### config.mk
export PLATFORM = sky130hd
export DESIGN_NAME = cartridge_bank_controller
export DESIGN_NICKNAME = d
export VERILOG_FILES = /design/src/design/cbc_pkg.sv /design/src/design/cartridge_bank_controller.sv
export VERILOG_INCLUDE_DIRS = /design/src /design/src/design
export SDC_FILE = /design/constraint.sdc
export NUM_CORES = 1
export LEC_CHECK = 0
export BUFFER_PORTS_ARGS = -buffer_cell sky130_fd_sc_hd__buf_2
export CORE_UTILIZATION = 58
export CTS_CLUSTER_DIAMETER = 60
export DETAILED_ROUTE_END_ITERATION = 12
export PLACE_DENSITY = 0.77
export SYNTH_ARGS = -nofsm -noshare
export SYNTH_HDL_FRONTEND = slang
export SYNTH_SLANG_ARGS = --single-unit
### constraint.sdc
create_clock -name i_clk -period 5.4 [get_ports i_clk]
set_clock_uncertainty 0.05 [all_clocks]
set_input_delay 0.54 -clock i_clk [delete_from_list [all_inputs] [get_ports i_clk]]
set_output_delay 0.54 -clock i_clk [all_outputs]
set_load 0.05 [all_outputs]
### src/design/cartridge_bank_controller_defines.svh
// Assertion macros shared by the cartridge bank controller RTL.
// Relies on i_clk and i_rst_n being visible where the macros are used.
`ifndef CARTRIDGE_BANK_CONTROLLER_DEFINES_SVH
`define CARTRIDGE_BANK_CONTROLLER_DEFINES_SVH

// same-cycle implication, gated off while in reset
`define CBC_ASSERT_NOW(lbl, ante, cons) \
    lbl: assert property (@(posedge i_clk) disable iff (!i_rst_n) (ante) |-> (cons)) \
        else $error("cbc: same-cycle check failed");

// next-cycle implication, gated off while in reset
`define CBC_ASSERT_NEXT(lbl, ante, cons) \
    lbl: assert property (@(posedge i_clk) disable iff (!i_rst_n) (ante) |=> (cons)) \
        else $error("cbc: next-cycle check failed");

`endif

### src/design/cbc_pkg.sv
// Package for the cartridge bank controller: types, codes and constants.
// No dependencies.
package cbc_pkg;

    // bank limits
    localparam int unsigned MAX_ROM_BANKS = 512;
    localparam int unsigned MAX_RAM_BANKS = 16;

    // field widths
    localparam int unsigned ADDR_W     = 16;
    localparam int unsigned DATA_W     = 8;
    localparam int unsigned ROM_BANK_W = 9;
    localparam int unsigned RAM_BANK_W = 4;
    localparam int unsigned ROM_CNT_W  = 10;
    localparam int unsigned RAM_CNT_W  = 5;
    localparam int unsigned CFG_DATA_W = 10;
    localparam int unsigned CFG_IDX_W  = 2;
    localparam int unsigned IN_TDATA_W  = 24;
    localparam int unsigned OUT_TDATA_W = 16;

    // shared divider: dividend width and step counts
    localparam int unsigned DIV_W     = 10;
    localparam int unsigned CNT_W     = 4;
    localparam int unsigned ROM_STEPS = 10;
    localparam int unsigned RAM_STEPS = 4;

    // controller kinds
    localparam logic [1:0] KIND_NONE = 2'd0;
    localparam logic [1:0] KIND_MBC1 = 2'd1;
    localparam logic [1:0] KIND_MBC3 = 2'd2;
    localparam logic [1:0] KIND_MBC5 = 2'd3;

    // configuration register indexes
    localparam logic [CFG_IDX_W-1:0] CFG_KIND    = 2'd0;
    localparam logic [CFG_IDX_W-1:0] CFG_ROM_CNT = 2'd1;
    localparam logic [CFG_IDX_W-1:0] CFG_RAM_CNT = 2'd2;

    // register regions, address bits [15:13]
    localparam logic [2:0] REG_RAM_EN   = 3'd0; // 0x0000-0x1FFF
    localparam logic [2:0] REG_ROM_BANK = 3'd1; // 0x2000-0x3FFF
    localparam logic [2:0] REG_RAM_BANK = 3'd2; // 0x4000-0x5FFF
    localparam logic [2:0] REG_MODE     = 3'd3; // 0x6000-0x7FFF

    localparam logic [3:0] RAM_EN_KEY = 4'hA;

    typedef enum logic [2:0] {
        ST_IDLE,
        ST_ROM,
        ST_RAM,
        ST_FIN,
        ST_OUT
    } t_cbc_state;

endpackage

### src/design/cartridge_bank_controller.sv
// Cartridge bank controller: takes a CPU register write, returns the RAM enable
// and the selected ROM and RAM banks. Bank modulo runs on one shared
// shift-subtract divider. Each accepted word passes through 10 ROM divide steps,
// 4 RAM divide steps, one fixup and one output load; the load waits while the output stalls.
// Input is not ready while a word is in work.
// Synchronous active-low reset: kind none, 2 ROM banks, 0 RAM banks, ROM bank 1.
`include "cartridge_bank_controller_defines.svh"

module cartridge_bank_controller
    import cbc_pkg::*;
(
    input  logic                   i_clk,
    input  logic                   i_rst_n,
    // config write channel
    input  logic                   i_cfg_valid,
    output logic                   o_cfg_ready,
    input  logic [CFG_IDX_W-1:0]   i_cfg_index,
    input  logic [CFG_DATA_W-1:0]  i_cfg_data,
    // input words
    input  logic                   s_axis_tvalid,
    output logic                   s_axis_tready,
    input  logic [IN_TDATA_W-1:0]  s_axis_tdata,  // [15:0] write_addr, [23:16] write_data
    // result words
    output logic                   m_axis_tvalid,
    input  logic                   m_axis_tready,
    output logic [OUT_TDATA_W-1:0] m_axis_tdata   // [0] ram_enabled, [9:1] rom_bank_sel,
                                                  // [13:10] ram_bank_sel, [15:14] zero
);

    // config registers
    logic [1:0]           r_kind;
    logic [ROM_CNT_W-1:0] r_rom_cnt;
    logic [RAM_CNT_W-1:0] r_ram_cnt;

    // mapper state
    logic                  r_ram_on,   n_ram_on;
    logic [ROM_BANK_W-1:0] r_rom_cur,  n_rom_cur;
    logic [RAM_BANK_W-1:0] r_ram_cur,  n_ram_cur;
    logic [DATA_W-1:0]     r_low,      n_low;
    logic [1:0]            r_high,     n_high;
    logic                  r_mode,     n_mode;
    logic [RAM_BANK_W-1:0] r_latched,  n_latched;

    // sequencer and divider
    t_cbc_state            r_state,    n_state;
    logic                  r_rom_go,   n_rom_go;
    logic                  r_ram_go,   n_ram_go;
    logic                  r_ram_tgt,  n_ram_tgt;  // 1: latched register (MBC1)
    logic [RAM_BANK_W-1:0] r_ram_num,  n_ram_num;
    logic [DIV_W-1:0]      r_num,      n_num;
    logic [DIV_W-1:0]      r_rem,      n_rem;
    logic [DIV_W-1:0]      r_div,      n_div;
    logic [CNT_W-1:0]      r_cnt,      n_cnt;

    // output register
    logic                  r_out_valid, n_out_valid;
    logic [OUT_TDATA_W-1:0] r_out_data, n_out_data;

    // input unpacking
    logic [ADDR_W-1:0]     in_addr;
    logic [DATA_W-1:0]     in_data;
    logic [2:0]            in_region;
    logic                  in_hi_addr;
    logic                  in_accept;

    // effective counts
    logic [ROM_CNT_W-1:0]  rom_eff;
    logic [RAM_CNT_W-1:0]  ram_eff;
    logic                  ram_nz;

    // divider step
    logic [DIV_W-1:0]      stp_t;
    logic                  stp_ge;
    logic [DIV_W-1:0]      stp_rem;

    logic [DIV_W-1:0]      rom_dvd;

    assign in_addr    = s_axis_tdata[ADDR_W-1:0];
    assign in_data    = s_axis_tdata[ADDR_W +: DATA_W];
    assign in_region  = in_addr[15:13];
    assign in_hi_addr = in_addr[12];

    assign s_axis_tready = (r_state == ST_IDLE);
    assign in_accept     = s_axis_tvalid && s_axis_tready;
    assign o_cfg_ready   = 1'b1;
    assign m_axis_tvalid = r_out_valid;
    assign m_axis_tdata  = r_out_data;

    // zero or oversize ROM counts and oversize RAM counts clamp to the maximum
    always_comb begin
        if (r_rom_cnt == '0 || r_rom_cnt > ROM_CNT_W'(MAX_ROM_BANKS)) begin
            rom_eff = ROM_CNT_W'(MAX_ROM_BANKS);
        end else begin
            rom_eff = r_rom_cnt;
        end
        if (r_ram_cnt > RAM_CNT_W'(MAX_RAM_BANKS)) begin
            ram_eff = RAM_CNT_W'(MAX_RAM_BANKS);
        end else begin
            ram_eff = r_ram_cnt;
        end
        ram_nz = (ram_eff != '0);
    end

    // one restoring step: shift in next dividend bit, subtract if it fits
    assign stp_t   = {r_rem[DIV_W-2:0], r_num[DIV_W-1]};
    assign stp_ge  = (stp_t >= r_div);
    assign stp_rem = stp_ge ? (stp_t - r_div) : stp_t;

    // config writes
    always_ff @(posedge i_clk) begin
        if (!i_rst_n) begin
            r_kind    <= KIND_NONE;
            r_rom_cnt <= ROM_CNT_W'(2);
            r_ram_cnt <= '0;
        end else if (i_cfg_valid && o_cfg_ready) begin
            unique case (i_cfg_index)
                CFG_KIND:    r_kind    <= i_cfg_data[1:0];
                CFG_ROM_CNT: r_rom_cnt <= i_cfg_data[ROM_CNT_W-1:0];
                CFG_RAM_CNT: r_ram_cnt <= i_cfg_data[RAM_CNT_W-1:0];
                default: ;
            endcase
        end
    end

    // sequencer, register updates and divider control
    always_comb begin
        n_state     = r_state;
        n_ram_on    = r_ram_on;
        n_rom_cur   = r_rom_cur;
        n_ram_cur   = r_ram_cur;
        n_low       = r_low;
        n_high      = r_high;
        n_mode      = r_mode;
        n_latched   = r_latched;
        n_rom_go    = r_rom_go;
        n_ram_go    = r_ram_go;
        n_ram_tgt   = r_ram_tgt;
        n_ram_num   = r_ram_num;
        n_num       = r_num;
        n_rem       = r_rem;
        n_div       = r_div;
        n_cnt       = r_cnt;
        n_out_valid = r_out_valid;
        n_out_data  = r_out_data;
        rom_dvd     = '0;

        // output register drains independently of the sequencer
        if (r_out_valid && m_axis_tready) begin
            n_out_valid = 1'b0;
        end

        unique case (r_state)
            ST_IDLE: begin
                if (in_accept) begin
                    n_rom_go  = 1'b0;
                    n_ram_go  = 1'b0;
                    n_ram_tgt = 1'b0;
                    n_ram_num = in_data[RAM_BANK_W-1:0];
                    // RAM enable, common to all mappers
                    if (r_kind != KIND_NONE && in_region == REG_RAM_EN) begin
                        n_ram_on = (in_data[3:0] == RAM_EN_KEY);
                    end
                    case (r_kind)
                        KIND_MBC1: begin
                            case (in_region)
                                REG_ROM_BANK: begin
                                    n_low = {3'b0, in_data[4:0]};
                                    if (in_data[4:0] == '0) begin
                                        n_low = DATA_W'(1);
                                    end
                                end
                                REG_RAM_BANK: begin
                                    n_high    = in_data[1:0];
                                    n_ram_go  = ram_nz;
                                    n_ram_tgt = 1'b1;
                                    n_ram_num = {2'b0, in_data[1:0]};
                                end
                                REG_MODE: n_mode = in_data[0];
                                default: ;
                            endcase
                            n_rom_go = 1'b1;
                            rom_dvd  = {2'b0, n_low} | {3'b0, n_high, 5'b0};
                        end
                        KIND_MBC3: begin
                            if (in_region == REG_ROM_BANK) begin
                                if (in_data[6:0] == '0) begin
                                    n_rom_cur = ROM_BANK_W'(1);
                                end else begin
                                    n_rom_go = 1'b1;
                                end
                            end
                            if (in_region == REG_RAM_BANK) begin
                                n_ram_go = ram_nz && (in_data <= DATA_W'(7));
                            end
                            rom_dvd = {3'b0, in_data[6:0]};
                        end
                        KIND_MBC5: begin
                            if (in_region == REG_ROM_BANK && !in_hi_addr) begin
                                n_low = in_data;
                            end
                            if (in_region == REG_ROM_BANK && in_hi_addr) begin
                                n_high = {1'b0, in_data[0]};
                            end
                            if (in_region == REG_RAM_BANK) begin
                                n_ram_go = ram_nz;
                            end
                            n_rom_go = 1'b1;
                            rom_dvd  = {n_high, n_low};
                        end
                        default: ;
                    endcase
                    // load divider for the ROM pass
                    n_num   = rom_dvd;
                    n_rem   = '0;
                    n_div   = rom_eff;
                    n_cnt   = '0;
                    n_state = ST_ROM;
                end
            end

            ST_ROM: begin
                n_rem = stp_rem;
                n_num = {r_num[DIV_W-2:0], 1'b0};
                n_cnt = r_cnt + CNT_W'(1);
                if (r_cnt == CNT_W'(ROM_STEPS - 1)) begin
                    if (r_rom_go) begin
                        n_rom_cur = stp_rem[ROM_BANK_W-1:0];
                    end
                    // load divider for the RAM pass, dividend in the top bits
                    n_num   = {r_ram_num, {(DIV_W-RAM_BANK_W){1'b0}}};
                    n_rem   = '0;
                    n_div   = {{(DIV_W-RAM_CNT_W){1'b0}}, ram_eff};
                    n_cnt   = '0;
                    n_state = ST_RAM;
                end
            end

            ST_RAM: begin
                n_rem = stp_rem;
                n_num = {r_num[DIV_W-2:0], 1'b0};
                n_cnt = r_cnt + CNT_W'(1);
                if (r_cnt == CNT_W'(RAM_STEPS - 1)) begin
                    if (r_ram_go && r_ram_tgt) begin
                        n_latched = stp_rem[RAM_BANK_W-1:0];
                    end else if (r_ram_go) begin
                        n_ram_cur = stp_rem[RAM_BANK_W-1:0];
                    end
                    n_state = ST_FIN;
                end
            end

            ST_FIN: begin
                // MBC1 shows the latched RAM bank only in mode 1
                if (r_kind == KIND_MBC1) begin
                    n_ram_cur = r_mode ? r_latched : '0;
                end
                n_state = ST_OUT;
            end

            ST_OUT: begin
                if (!r_out_valid || m_axis_tready) begin
                    n_out_valid = 1'b1;
                    n_out_data  = {2'b0, r_ram_cur, r_rom_cur, r_ram_on};
                    n_state     = ST_IDLE;
                end
            end

            default: n_state = ST_IDLE;
        endcase
    end

    // control and mapper state
    always_ff @(posedge i_clk) begin
        if (!i_rst_n) begin
            r_state     <= ST_IDLE;
            r_out_valid <= 1'b0;
            r_ram_on    <= 1'b0;
            r_rom_cur   <= ROM_BANK_W'(1);
            r_ram_cur   <= '0;
            r_low       <= DATA_W'(1);
            r_high      <= '0;
            r_mode      <= 1'b0;
            r_latched   <= '0;
            r_rom_go    <= 1'b0;
            r_ram_go    <= 1'b0;
            r_ram_tgt   <= 1'b0;
        end else begin
            r_state     <= n_state;
            r_out_valid <= n_out_valid;
            r_ram_on    <= n_ram_on;
            r_rom_cur   <= n_rom_cur;
            r_ram_cur   <= n_ram_cur;
            r_low       <= n_low;
            r_high      <= n_high;
            r_mode      <= n_mode;
            r_latched   <= n_latched;
            r_rom_go    <= n_rom_go;
            r_ram_go    <= n_ram_go;
            r_ram_tgt   <= n_ram_tgt;
        end
    end

    // divider datapath and output payload
    always_ff @(posedge i_clk) begin
        r_ram_num  <= n_ram_num;
        r_num      <= n_num;
        r_rem      <= n_rem;
        r_div      <= n_div;
        r_cnt      <= n_cnt;
        r_out_data <= n_out_data;
    end

    // accepted word starts a fresh ROM pass
    `CBC_ASSERT_NEXT(a_accept_starts_rom, in_accept, r_state == ST_ROM && r_cnt == '0)
    // ROM pass hands over to the RAM pass after its last step
    `CBC_ASSERT_NEXT(a_rom_to_ram, r_state == ST_ROM && r_cnt == CNT_W'(ROM_STEPS - 1),
                     r_state == ST_RAM && r_cnt == '0)
    // partial remainder stays below the ROM divisor
    `CBC_ASSERT_NOW(a_rom_rem_bound, r_state == ST_ROM, r_rem < r_div)

endmodule
### After elaboration in Yosys (flattened, before gate mapping)

Index checks and enable logic that the tools add are counted.

| word-level totals | value |
|---|---|
| bits in registers | 104 |
| output and inout port bits | 19 |
| logic and storage cells | 152 |

| operators by class | value |
|---|---|
| $add $sub $neg | 2 |
| equal/unequal tests | 26 |
| order comparisons | 4 |
| reductions and logical operators | 38 |
| mux-type cells | 60 |
| bitwise logic cells | 1 |

Operator list:

| kind | count |
|---|---|
| 9-bit two-way mux | 9 |
| 10-bit case mux with 3 select lines | 2 |
| 10-bit two-way mux | 5 |
| 8-bit two-way mux | 5 |
| 4-bit two-way mux | 9 |
| 9-bit case mux with 3 select lines | 1 |
| 10-bit case mux with 2 select lines | 1 |
| 9-bit case mux with 2 select lines | 1 |
| 8-bit case mux with 2 select lines | 1 |
| 3-bit case mux with 5 select lines | 1 |
| 2-bit inequality test (second input constant) | 7 |
| 3-bit by 2-bit equality test with 1-bit output (second input constant) | 4 |
| 3-bit two-way mux | 4 |
| 4-bit case mux with 3 select lines | 1 |
| 2-bit AND reduction | 6 |
| 3-bit AND reduction | 4 |
| 10-bit greater-or-equal comparator | 1 |
| 10-bit > comparator (second input constant) | 1 |
| 10-bit zero test | 1 |
| 2-bit two-way mux | 5 |
| 5-bit two-way mux | 2 |
| 1-bit two-way mux | 9 |
| 9-bit subtractor | 1 |
| 4-bit equality test (second input constant) | 2 |
| 27 further kinds | 48 |

### Depth between registers and ports, before layout

Gate-level depths: netlist of run 1.

| depth | value |
|---|---|
| depth in word-level cells | 10 |
| mapped depth | 10 |
| mapped depth without buffers | 9 |

### Least setup slack after synthesis of run 1

Ideal clock, no wire load.

| timing path | value |
|---|---|
| path kind | flip-flop to flip-flop |
| start point | reg r_state[1] |
| end point | reg r_cnt[0], enable pin |
| path slack | 2.456 ns |
| arrival time | 2.457 ns |
| cell stages (with the launch flop) | 4 |
| setup time | 0.437 ns |
| period minus slack after synthesis | 2.944 ns |
| path through | dfxtp_1 -> clkbuf_1 -> nor3_1 -> nor3b_1 |

| between the ends | value |
|---|---|
| cells in the longest elaborated chain, start to end | 4 |
| elaborated cells between the ends (all ways) | 7 |

RTL lines:

| what | line | RTL |
|---|---|---|
| start: declaration | cartridge_bank_controller.sv:45 | `t_cbc_state r_state, n_state;` |
| start signal: assignment | cartridge_bank_controller.sv:288 | `r_state <= n_state;` |
| 3-bit zero test | cartridge_bank_controller.sv:83, cartridge_bank_controller.sv:152 |  |
| 1-bit logical AND | cartridge_bank_controller.sv:84 | `assign in_accept = s_axis_tvalid && s_axis_tready;` |
| 2-bit by 1-bit inequality test with 1-bit output (no source line) | -- |  |
| 2-bit AND reduction (no source line) (*) | -- |  |
| end signal: assignment | cartridge_bank_controller.sv:309 | `r_cnt <= n_cnt;` |
| end: declaration | cartridge_bank_controller.sv:53 | `logic [CNT_W-1:0] r_cnt, n_cnt;` |

Every way passes the cells marked *; elsewhere a longest branch is shown, timed or not.
A chain may end at the register's enable or synchronous reset.

### Worst setup path after layout of run 1

| timing path | value |
|---|---|
| start point | reg r_num[9] |
| end point | reg r_rem[2] (data pin) |

| between the ends | value |
|---|---|
| cells in the longest elaborated chain, start to end | 4 |
| elaborated cells between the ends (all ways) | 5 |

RTL lines:

| what | line | RTL |
|---|---|---|
| start: declaration | cartridge_bank_controller.sv:50 | `logic [DIV_W-1:0] r_num, n_num;` |
| start signal: assignment | cartridge_bank_controller.sv:306 | `r_num <= n_num;` |
| 9-bit subtractor / 10-bit greater-or-equal comparator (equally long branches) | cartridge_bank_controller.sv:107, cartridge_bank_controller.sv:106 |  |
| 9-bit two-way mux (*) | cartridge_bank_controller.sv:107 | `assign stp_rem = stp_ge ? (stp_t - r_div) : stp_t;` |
| 9-bit two-way mux | cartridge_bank_controller.sv:225 | `if (r_cnt == CNT_W'(ROM_STEPS - 1)) begin` |
| 9-bit case mux with 3 select lines (*) | cartridge_bank_controller.sv:152 | `unique case (r_state)` |
| via n_rem[2] | cartridge_bank_controller.sv:51 | `logic [DIV_W-1:0] r_rem, n_rem;` |
| end signal: assignment | cartridge_bank_controller.sv:307 | `r_rem <= n_rem;` |
| end: declaration | cartridge_bank_controller.sv:51 |  |

The timed path passes the listed nets; every way through them passes the cells marked *.

==> results by group, run 1 <==
Outcome
  – Status: finished, final reports clean

Detailed routing
  – Initial DRC count: 235
  – DR vias/cell: 6.110
  – Routed wire length: 11.78 mm
  – Via count: approximately 4400
  – Antenna Violating Nets Remaining: 0
  – Drt wl/cell: approximately 17 um
  – Drt drc: 0
  – Pre-antenna DRT Iters: 5

Placement
  – Final GP Congestion: 0.9570
  – DP HPWL: 8.516 mm
  – I/O Buffers: 44
  – Placed instance count: roughly 700

Cells and area
  – P&R area growth vs syn: 8.259%
  – Layout cells sized above 1: between 10% and 20%
  – Layout Cells excl Fill: 712
  – Antenna cell count: 0
  – Multi-input combinational cell area: 0.002654 mm2
  – Final Net Count: 650
  – Fillcell total: 754
  – Sequential cell area: 0.002592 mm2

Clocking
  – CTS tree: built
  – H-tree levels: 3
  – Post-CTS Setup Bufs: 0
  – CTS root buf: clkbuf_8
  – Maximum clock path buffer count: 2
  – Post_cts resized: 0
  – TritonCTS buffer count: 9
  – Hold-fix buffers, CTS: 0
  – CTS clock-pin slew for the worst setup and hold paths: about 0.090 ns
  – Worst-Skew Late Latency: 0.37 ns
  – Sink Count: 104

Yosys
  – Area of the mapped netlist: 0.005469 mm2
  – Mapped Cells: 567
  – Post-synth EDFFs: just over 50
  – Sequential share of the synthesized area: between 40% and 50%
  – Main flop type after synthesis: dfxtp_1
  – Synth warnings: 0
  – #FFs+latches synth: 104
  – Yosys cell types: 76
  – Mean Syn Cell Area: 9.645 um2
  – Async set-reset flop share out of synthesis: 0%

Worst setup path
  – CP Class: flop to flop
  – Critical Path, Cell by Cell: inv_1 -> ha_1 -> inv_1 -> fa_1 -> a211oi_2 -> o21ai_1 -> a211o_1 -> a21oi_1 -> nor3_1
  – Crit path top cell by count: inv_1
  – Setup crit end kind: flop
  – Critical Path RT: roughly 5.5 ns
  – Critical Path Max Stage Delay: 0.49 ns
  – Worst Path Max Fanout: 15
  – Crit path DAT: 3.04 ns
  – Worst Setup Start Kind: flop
  – Max stage delay cell, worst path: a211o_1

STA
  – Max-slew headroom: between 30% and 40%
  – RSZ-0062 raised after global routing: false
  – Setup TNS: 0 ns
  – Slew Limit Fails: 0
  – Final worst path period need: a little under 3 ns
  – Final worst-path cycle share: 55.19%
  – Final hold viol count: 0
  – Final Setup Violations: 0
  – Worst Tran Pin Value: 0.9695 ns
  – Max frequency: 335.5 MHz

Die
  – Area of the die: just under 0.01 mm2
  – Rows: 35
  – Die Y-Extent: 99.11 um
  – Ports: 60
  – Core Region: between 0.009 and 0.01 mm2
  – Initial cell density of the core: 59.47%
  – Die W: 99.11 um

Pwr
  – Comb power frac: between 20% and 30%
  – Leakage: 0.002139 uW
  – Sw power: roughly 540 uW
  – Sw frac: 30.15%
  – VDD IR-drop max: 0.1662 mV
  – Flop pwr share: 50.3%
  – Clock power frac: 28.9%
  – PwrDens: 303.9 mW/mm2
  – P_int: 1257 uW

Min path
  – Hold/Removal Path Class: input port to flop

Global route
  – First-pass GRT wire length: 19.77 mm
  – Total GRT Usage: 25.24%
  – Pin count of the biggest net entering global routing: 50
  – Vias in the first global route: 4138
  – Antenna violations before repair: 0
  – Grt total ovfl: 0

Job
  – Max Cap Viol: 0
==> cell type report <==
type / instances / area share [%]
multi-input combinational: 412 / 44.82
sequential: 104 / 43.79
timing repair buffer: 46 / 3.973
tap: 111 / 2.346
clock buffer: 10 / 2.156
inverter: 23 / 1.479
clock inverter: 6 / 1.437
==> kinds of logic (layout without fill, tap and decap cells) <==
group | after synthesis | count (layout) | synth area share [%]
AO/OA/AOI/OAI | 135 | 135 | 17.39
XOR/XNOR | 6 | 6 | 0.9611
adder cells (fa/ha/maj) | 13 | 13 | 3.111
buffers and inverters | 52 | 85 | 4.232
flip-flops | 104 | 104 | 47.40
multiplexers | 22 | 22 | 4.118
other | 2 | 3 | 0.1373
AND/OR/NAND/NOR | 233 | 233 | 22.65
==> worst max-delay path, delay by kind of cell, from the launching register on <==
family	cells	cell delay (ns)
buf+inv	2	0.18
fa+ha+maj	2	0.59
flops	1	0.39
simple gates	1	0.09
compound gates	4	1.41
==> power by group through the flow <==
stage	clock network (uW)	logic (uW)	registers, uW
6_report	520	375	904
4_1_cts	521	368	904
2_1_floorplan	0	284	909
3_3_place_gp	0	351	920
5_1_grt	553	412	910
3_5_place_dp	0	365	922
==> stage by stage <==
step	power (uW)	utilization, %	worst slack, ns	hold slack, ns	cell area [um2]
after floorplan	1193	-	2.456	0.3576	5473
after global placement	1271	62.07	2.593	0.3625	5708
after detailed placement	1287	62.07	2.560	0.3661	5708
after CTS	1793	64.38	2.509	0.3642	5921
after global routing	1875	64.38	2.238	0.3693	5921
final	1799	64.38	2.420	0.3614	5921
==> synth_stat cells (all sizes together) (4+ instances only) <==
| master | n | area share [%] |
|---|---|---|
| nand3b | 6 | 0.82 |
| nand2b | 9 | 1.0 |
| nor3 | 14 | 1.3 |
| a211oi | 7 | 1.4 |
| nor3b | 8 | 1.3 |
| a22o | 7 | 1.1 |
| and2 | 8 | 0.92 |
| mux2 | 4 | 0.82 |
| ha | 12 | 2.7 |
| o31ai | 5 | 0.69 |
| inv | 22 | 1.5 |
| edfxtp | 51 | 28 |
| dfxtp | 53 | 19 |
| buf | 11 | 1.4 |
| o211ai | 9 | 1.4 |
| a22oi | 9 | 1.2 |
| nor2b | 18 | 2.1 |
| nand4 | 11 | 1.3 |
| a21o | 4 | 0.55 |
| a21oi | 22 | 2.0 |
| a32oi | 4 | 0.64 |
| a31oi | 4 | 0.46 |
| clkbuf | 18 | 1.2 |
| o21ai | 32 | 2.9 |
| mux2i | 18 | 3.3 |
| nor4 | 5 | 0.57 |
| and3 | 4 | 0.46 |
| nand2 | 80 | 5.5 |
| a21boi | 13 | 1.8 |
| nor2 | 35 | 2.6 |
| nand3 | 17 | 1.6 |
==> registers in the layout, indices dropped and copies added (netlist names) <==
signal         flops
r_ram_go           1
r_kind             2
r_ram_num          4
m_axis_tvalid      1
r_rom_go           1
r_rem              9
r_low              8
r_rom_cnt         10
r_latched          4
m_axis_tdata      14
r_ram_cur          4
r_rom_cur          9
r_cnt              4
r_div             10
r_ram_tgt          1
r_mode             1
r_ram_on           1
r_num             10
r_state            3
r_ram_cnt          5
r_high             2
==> layer usage <==
layer | GRT usage, % | wire length (um)
met1 | 34.30 | 5358
met3 | 3.233 | 670
met5 | 0 | 0
met4 | 10.52 | 267
met2 | 41.15 | 5483
==> final timing paths <==
kind                             startpoint                   endpoint  slack [ns]  cells past startpoint
setup / recovery         r_num[9]$_DFFE_PP_         r_rem[2]$_DFFE_PP_        2.42                      9
hold reg to reg   r_rom_cur[6]$_SDFFE_PN0P_  m_axis_tdata[7]$_DFFE_PP_        0.39                      0
hold / removal                i_cfg_data[9]  r_rom_cnt[9]$_SDFFE_PN0P_        0.36                      3
setup reg to reg         r_num[9]$_DFFE_PP_         r_rem[2]$_DFFE_PP_        2.42                      9
==> cells in the final DEF, fill, tap and decap left out, types with 11 or more instances in the layout <==
master	count
nor2b_1	18
nor2_1	33
dfxtp_1	53
nand2_1	79
inv_1	22
a21boi_0	12
nand4_1	11
a21oi_1	22
ha_1	12
o21ai_0	31
edfxtp_1	51
nand3_1	16
mux2i_1	18
nor3_1	14
buf_2	44
(Power assumes the default switching activity.)
==> run 2, diff against run 1 <==
--- a/config.mk
+++ b/config.mk
@@ -7,10 +7,10 @@
 export NUM_CORES = 1
 export LEC_CHECK = 0
 export BUFFER_PORTS_ARGS = -buffer_cell sky130_fd_sc_hd__buf_2
-export CORE_UTILIZATION = 58
+export CORE_UTILIZATION = 53
 export CTS_CLUSTER_DIAMETER = 60
 export DETAILED_ROUTE_END_ITERATION = 12
-export PLACE_DENSITY = 0.77
+export PLACE_DENSITY = 0.74
 export SYNTH_ARGS = -nofsm -noshare
 export SYNTH_HDL_FRONTEND = slang
 export SYNTH_SLANG_ARGS = --single-unit
==> constraint.sdc (replaced) <==
create_clock -name i_clk -period 2.54 [get_ports i_clk]
set_clock_uncertainty 0.05 [all_clocks]
set_input_delay 0.254 -clock i_clk [delete_from_list [all_inputs] [get_ports i_clk]]
set_output_delay 0.254 -clock i_clk [all_outputs]
set_load 0.05 [all_outputs]
==> results by group, run 2 (synthesized netlist as in run 1, its figures left out) <==
Outcome
  – Status: finished, final reports clean

Detailed routing
  – Via count: 4465
  – DR vias/cell: 5.852
  – Initial DRC count: 252
  – Drt wl/cell: 15.78 um
  – Routed wire length: 12.04 mm
  – Pre-antenna DRT Iters: 5
  – Drt drc: 0
  – Antenna Violating Nets Remaining: 0

STA
  – Final worst-path cycle share: 95.65%
  – Max-slew headroom: between 50% and 60%
  – Final worst path period need: 2.429 ns
  – RSZ-0062 raised after global routing: true
  – Final Setup Violations: 0
  – Setup TNS: 0 ns
  – Final hold viol count: 0
  – Slew Limit Fails: 0
  – Max frequency: 411.6 MHz
  – Worst Tran Pin Value: 0.6597 ns

Clocking
  – H-tree levels: 3
  – Maximum clock path buffer count: 2
  – Sink Count: 104
  – CTS root buf: clkbuf_8
  – CTS clock-pin slew for the worst setup and hold paths: approximately 0.1 ns
  – CTS tree: built
  – TritonCTS buffer count: 9
  – Worst-Skew Late Latency: ~0.36 ns

Cells and area
  – Most frequent cells in the layout: nand2_1, dfxtp_1, edfxtp_1
  – Commonest non-fill, non-tap cell in the layout: nand2_1
  – Final Net Count: 679
  – Final Util: 62.64%
  – Layout cells sized above 1: 20.32%
  – Finished Cell Area: 0.006207 mm2
  – Antenna cell count: 0
  – P&R area growth vs syn: 13.50%
  – Layout Cells excl Fill: 763
  – Fillcell total: 839
  – Max reg flops: 14

Placement
  – Placed instance count: 745
  – Final GP Congestion: 0.8624
  – Placed Area: approximately 0.006 mm2
  – DP HPWL: 9.001 mm
  – I/O Buffers: 44

Worst setup path
  – Critical Path Max Stage Delay: 0.63 ns
  – CP Class: flop to flop
  – Setup crit end kind: flop
  – Cell family with most CP delay: simple AND/OR/NAND/NOR gates
  – Worst Setup Start Kind: flop
  – Critical Path, Cell by Cell: ha_2 -> a211oi_2 -> buf_4 -> or4b_2 -> nand4_1 -> nand3_1 -> o221ai_1
  – Critical Path RT: ~2.8 ns
  – Max stage delay cell, worst path: or4b_2
  – Worst Path Max Fanout: 5
  – Crit path DAT: 2.65 ns
  – CP Buf/Inv Count: 1

Pwr
  – VDD IR-drop max: around 0.28 mV
  – PwrDens: 623.8 mW/mm2
  – Leakage: between 0.002 and 0.0025 uW
  – Tot Pwr: 3872 uW

Die
  – Die Y-Extent: 103.6 um
  – Initial cell density of the core: about 55%
  – Die W: 103.6 um
  – Core Region: around 0.0099 mm2
  – Area of the die: about 0.011 mm2
  – Ports: 60
  – Rows: 36

Global route
  – First-pass GRT wire length: 20.00 mm
  – Pin count of the biggest net entering global routing: 29
  – Total GRT Usage: 22.94%
  – Vias in the first global route: 4133
  – Grt total ovfl: 0
  – Antenna violations before repair: 0

Min path
  – Hold/Removal Path Class: input port to flop

Job
  – Max Cap Viol: 0
-- run 2: cell types whose count changed in the layout (fill, tap and decap cells not counted), moves of 2 or more --
cell	before	now
buf_4	2	30
bufinv_16	2	0
clkinv_2	3	1
clkinv_4	0	2
clkinvlp_4	2	0
nor4_1	5	3
nor4_2	0	2
-- run 2: worst paths after layout --
path	startpoint	endpoint	slack, ns	cells past startpoint
worst max-delay path	r_rem[1]$_DFFE_PP_	r_rom_cur[6]$_SDFFE_PN0P_	0.11	7
worst min-delay path	i_cfg_data[7]	r_rom_cnt[7]$_SDFFE_PN0P_	0.08	3
worst max register to register	r_rem[1]$_DFFE_PP_	r_rom_cur[6]$_SDFFE_PN0P_	0.11	7
worst min register to register	r_ram_cur[0]$_SDFFE_PN0P_	m_axis_tdata[10]$_DFFE_PP_	0.39	0
-- run 2: layer usage --
layer / vias to the layer above / share of wire, % / GRT usage (%)
met5: - / 0 / 0
met4: 0 / 2.5 / 8.385
met3: 28 / 5.8 / 3.965
met2: 159 / 46 / 37.30
met1: 2087 / 45 / 30.76
li1: 2191 / - / -
-- run 2: final cells by class --
cell class | instances | area [um2] | area share (%)
Clock buffer | 13 | 171.4 | 2.762
Tap cell | 133 | 166.4 | 2.681
Multi-Input combinational cell | 413 | 2720 | 43.82
Timing Repair Buffer | 74 | 445.4 | 7.176
Clock inverter | 3 | 23.77 | 0.3830
Inverter | 23 | 87.58 | 1.411
Sequential cell | 104 | 2592 | 41.77
-- run 2: worst register-to-register path: stages (launching register included) --
cell and delay [ns]:
edfxtp_1 0.49, ha_2 0.43, a211oi_2 0.10, buf_4 0.16, or4b_2 0.63, nand4_1 0.14, nand3_1 0.12, o221ai_1 0.23
-- run 2: through the flow --
stage | setup WS, ns | hold slack (ns)
floorplan | 0.1078 | 0.3029
CTS | 0.02384 | 0.07864
global placement | 0.02055 | 0.3645
finish | 0.1105 | 0.08388
detailed placement | -0.01896 | 0.3671
global route | -0.01907 | 0.08654
-- run 2: what timing repair did --
| action | CTS | global route |
|---|---|---|
| setup endpoints to repair | 3 | 23 |
| hold buffers | 0 | 0 |
| pin swaps | 0 | 3 |
| gates resized for setup | 3 | 12 |
| cloned | 0 | 1 |
| endpoints found under the hold margin | 0 | 0 |
| setup buffers | 0 | 1 |
-- run 2: power by group --
group | total (uW) | internal, uW | switching [uW]
registers | 1920 | 1860 | 60.9
logic | 956 | 367 | 590
clock network | 998 | 453 | 545
total | 3870 | 2680 | 1200
==> run 3, diff against run 2 <==
--- a/config.mk
+++ b/config.mk
@@ -7,10 +7,12 @@
 export NUM_CORES = 1
 export LEC_CHECK = 0
 export BUFFER_PORTS_ARGS = -buffer_cell sky130_fd_sc_hd__buf_2
-export CORE_UTILIZATION = 53
+export CELL_PAD_IN_SITES_DETAIL_PLACEMENT = 0
+export CELL_PAD_IN_SITES_GLOBAL_PLACEMENT = 1
+export CORE_UTILIZATION = 40
 export CTS_CLUSTER_DIAMETER = 60
 export DETAILED_ROUTE_END_ITERATION = 12
-export PLACE_DENSITY = 0.74
+export PLACE_DENSITY_LB_ADDON = 0.1
 export SYNTH_ARGS = -nofsm -noshare
 export SYNTH_HDL_FRONTEND = slang
 export SYNTH_SLANG_ARGS = --single-unit
==> results by group, run 3 (synthesized netlist as in run 1, its figures left out) <==
Worst setup path
  – Worst Path Max Fanout: 4
  – Critical Path RT: 2.78 ns
  – Max stage delay cell, worst path: edfxtp_1
  – CP Buf/Inv Count: 3
  – Cell family with most CP delay: compound AO/OA/AOI/OAI gates
  – Crit path top cell by count: nor3_1
  – Crit path DAT: 2.66 ns
  – R2r setup slk: 0.12 ns
  – CP Class: flop to flop
  – Setup crit end kind: flop
  – Critical Path, Cell by Cell: inv_2 -> ha_4 -> inv_1 -> fa_2 -> a211oi_2 -> buf_4 -> nor3_1 -> o211a_1 -> nor3_1 -> a22o_1
  – Critical Path Max Stage Delay: between 0.4 and 0.5 ns
  – Worst Setup Start Kind: flop

STA
  – Max-slew headroom: 54.67%
  – Worst Tran Pin Value: about 0.68 ns
  – Slew Limit Fails: 0
  – Final hold viol count: 0
  – Final worst-path cycle share: 95.21%
  – Setup TNS: 0 ns
  – Final worst path period need: around 2.4 ns
  – Final Setup Violations: 0
  – Max frequency: slightly above 400 MHz
  – RSZ-0062 raised after global routing: false

Clocking
  – Sink Count: 104
  – TritonCTS buffer count: 9
  – Maximum clock path buffer count: 2
  – CTS tree: built
  – H-tree levels: 3
  – Worst-Skew Late Latency: between 0.3 and 0.4 ns
  – CTS root buf: clkbuf_16
  – CTS clock-pin slew for the worst setup and hold paths: 0.07 ns

Die
  – Die Y-Extent: about 120 um
  – Core Region: 0.01330 mm2
  – Ports: 60
  – Die W: 118.9 um
  – Area of the die: 0.01414 mm2
  – Rows: 42
  – Initial cell density of the core: 41.13%

Global route
  – Antenna violations before repair: 0
  – Vias in the first global route: approximately 4300
  – First-pass GRT wire length: 22.05 mm
  – Pin count of the biggest net entering global routing: 36
  – Grt total ovfl: 0
  – Total GRT Usage: 19.76%

Detailed routing
  – Initial DRC count: 201
  – Drt drc: 0
  – Pre-antenna DRT Iters: 5
  – DR vias/cell: ~5.4
  – Drt wl/cell: 16.21 um
  – Antenna Violating Nets Remaining: 0
  – Via count: 4352
  – Routed wire length: 13.10 mm

Cells and area
  – Most frequent cells in the layout: nand2_1, dfxtp_1, edfxtp_1
  – Commonest non-fill, non-tap cell in the layout: nand2_1
  – Layout cells sized above 1: between 20% and 30%
  – Max reg flops: 14
  – P&R area growth vs syn: 16.59%
  – Fillcell total: 1289
  – Final Net Count: slightly below 700
  – Antenna cell count: 0
  – Multi-input combinational cell area: between 0.002 and 0.003 mm2
  – Final Util: 47.96%
  – Sequential cell area: 0.002592 mm2

Pwr
  – Leakage: around 0.0023 uW
  – PwrDens: 669.0 mW/mm2
  – VDD IR-drop max: 0.3198 mV

Placement
  – DP HPWL: approximately 9.6 mm
  – I/O Buffers: 44
  – Final GP Congestion: 0.8403

Job
  – Max Cap Viol: 0

Min path
  – Hold/Removal Path Class: input port to flop

Outcome
  – Status: finished, final reports clean
run 3: cell types whose count changed in the layout (fill, tap and decap cells not counted), moves of 2 or more:
cell       delta
clkbuf_8      -6
clkbuf_16     +8
buf_4         +2
clkinv_4      -2
run 3: timing repair:
item	in CTS	in global routing
hold buffers	0	0
endpoints found under the setup margin	3	19
pin swaps	0	5
gates resized for setup	1	13
cloned	0	1
setup buffers	0	1
run 3: per-stage QoR:
stage | power [uW] | hold slack, ns | cells | setup WS [ns] | cell area (um2)
after floorplan | 2537 | 0.3029 | 568 | 0.1078 | 5478
after global placement | 2856 | 0.3619 | 790 | 0.05465 | 6007
after detailed placement | 2866 | 0.3704 | 790 | 0.006861 | 6007
after CTS | 4240 | 0.09568 | 806 | 0.02223 | 6305
after global routing | 4469 | 0.1067 | 808 | 0.01274 | 6376
final | 4266 | 0.1017 | 808 | 0.1218 | 6376
run 3: tightest hold or removal path, delay by kind of cell:
kind	cells	cell delay, ns
AND/OR/NAND/NOR	1	0.04
AO/OA/AOI/OAI	1	0.06
buffers and inverters	1	0.09
run 3: power breakdown:
group	internal, uW	leakage (uW)	switching [uW]
sequential	1860	0.000924	62.7
combinational	380	0.00127	592
clock	771	0.000145	600
total	3010	0.00234	1260
run 3: cell type report:
type	count	area share (%)
Clock buffer	14	4.454
Clock inverter	2	0.1962
Inverter	23	1.374
Multi-Input combinational cell	412	42.56
Sequential cell	104	40.66
Tap cell	176	3.454
Timing Repair Buffer	77	7.300
run 3: path summary, 6_finish.rpt:
check	from	cells past startpoint	end
max	r_num[9]$_DFFE_PP_	10	r_rom_cur[8]$_SDFFE_PN0P_
max reg2reg	r_num[9]$_DFFE_PP_	10	r_rom_cur[8]$_SDFFE_PN0P_
min reg2reg	r_ram_cur[2]$_SDFFE_PN0P_	0	m_axis_tdata[12]$_DFFE_PP_
min	i_cfg_data[9]	3	r_rom_cnt[9]$_SDFFE_PN0P_
run 3: per-layer routing:
metal	routed length [um]	vias up	GRT usage [%]
met5	0	-	0
met1	6349	2037	27.16
met3	513	15	3.161
met4	222	0	6.883
li1	-	2196	-
met2	6016	104	31.51
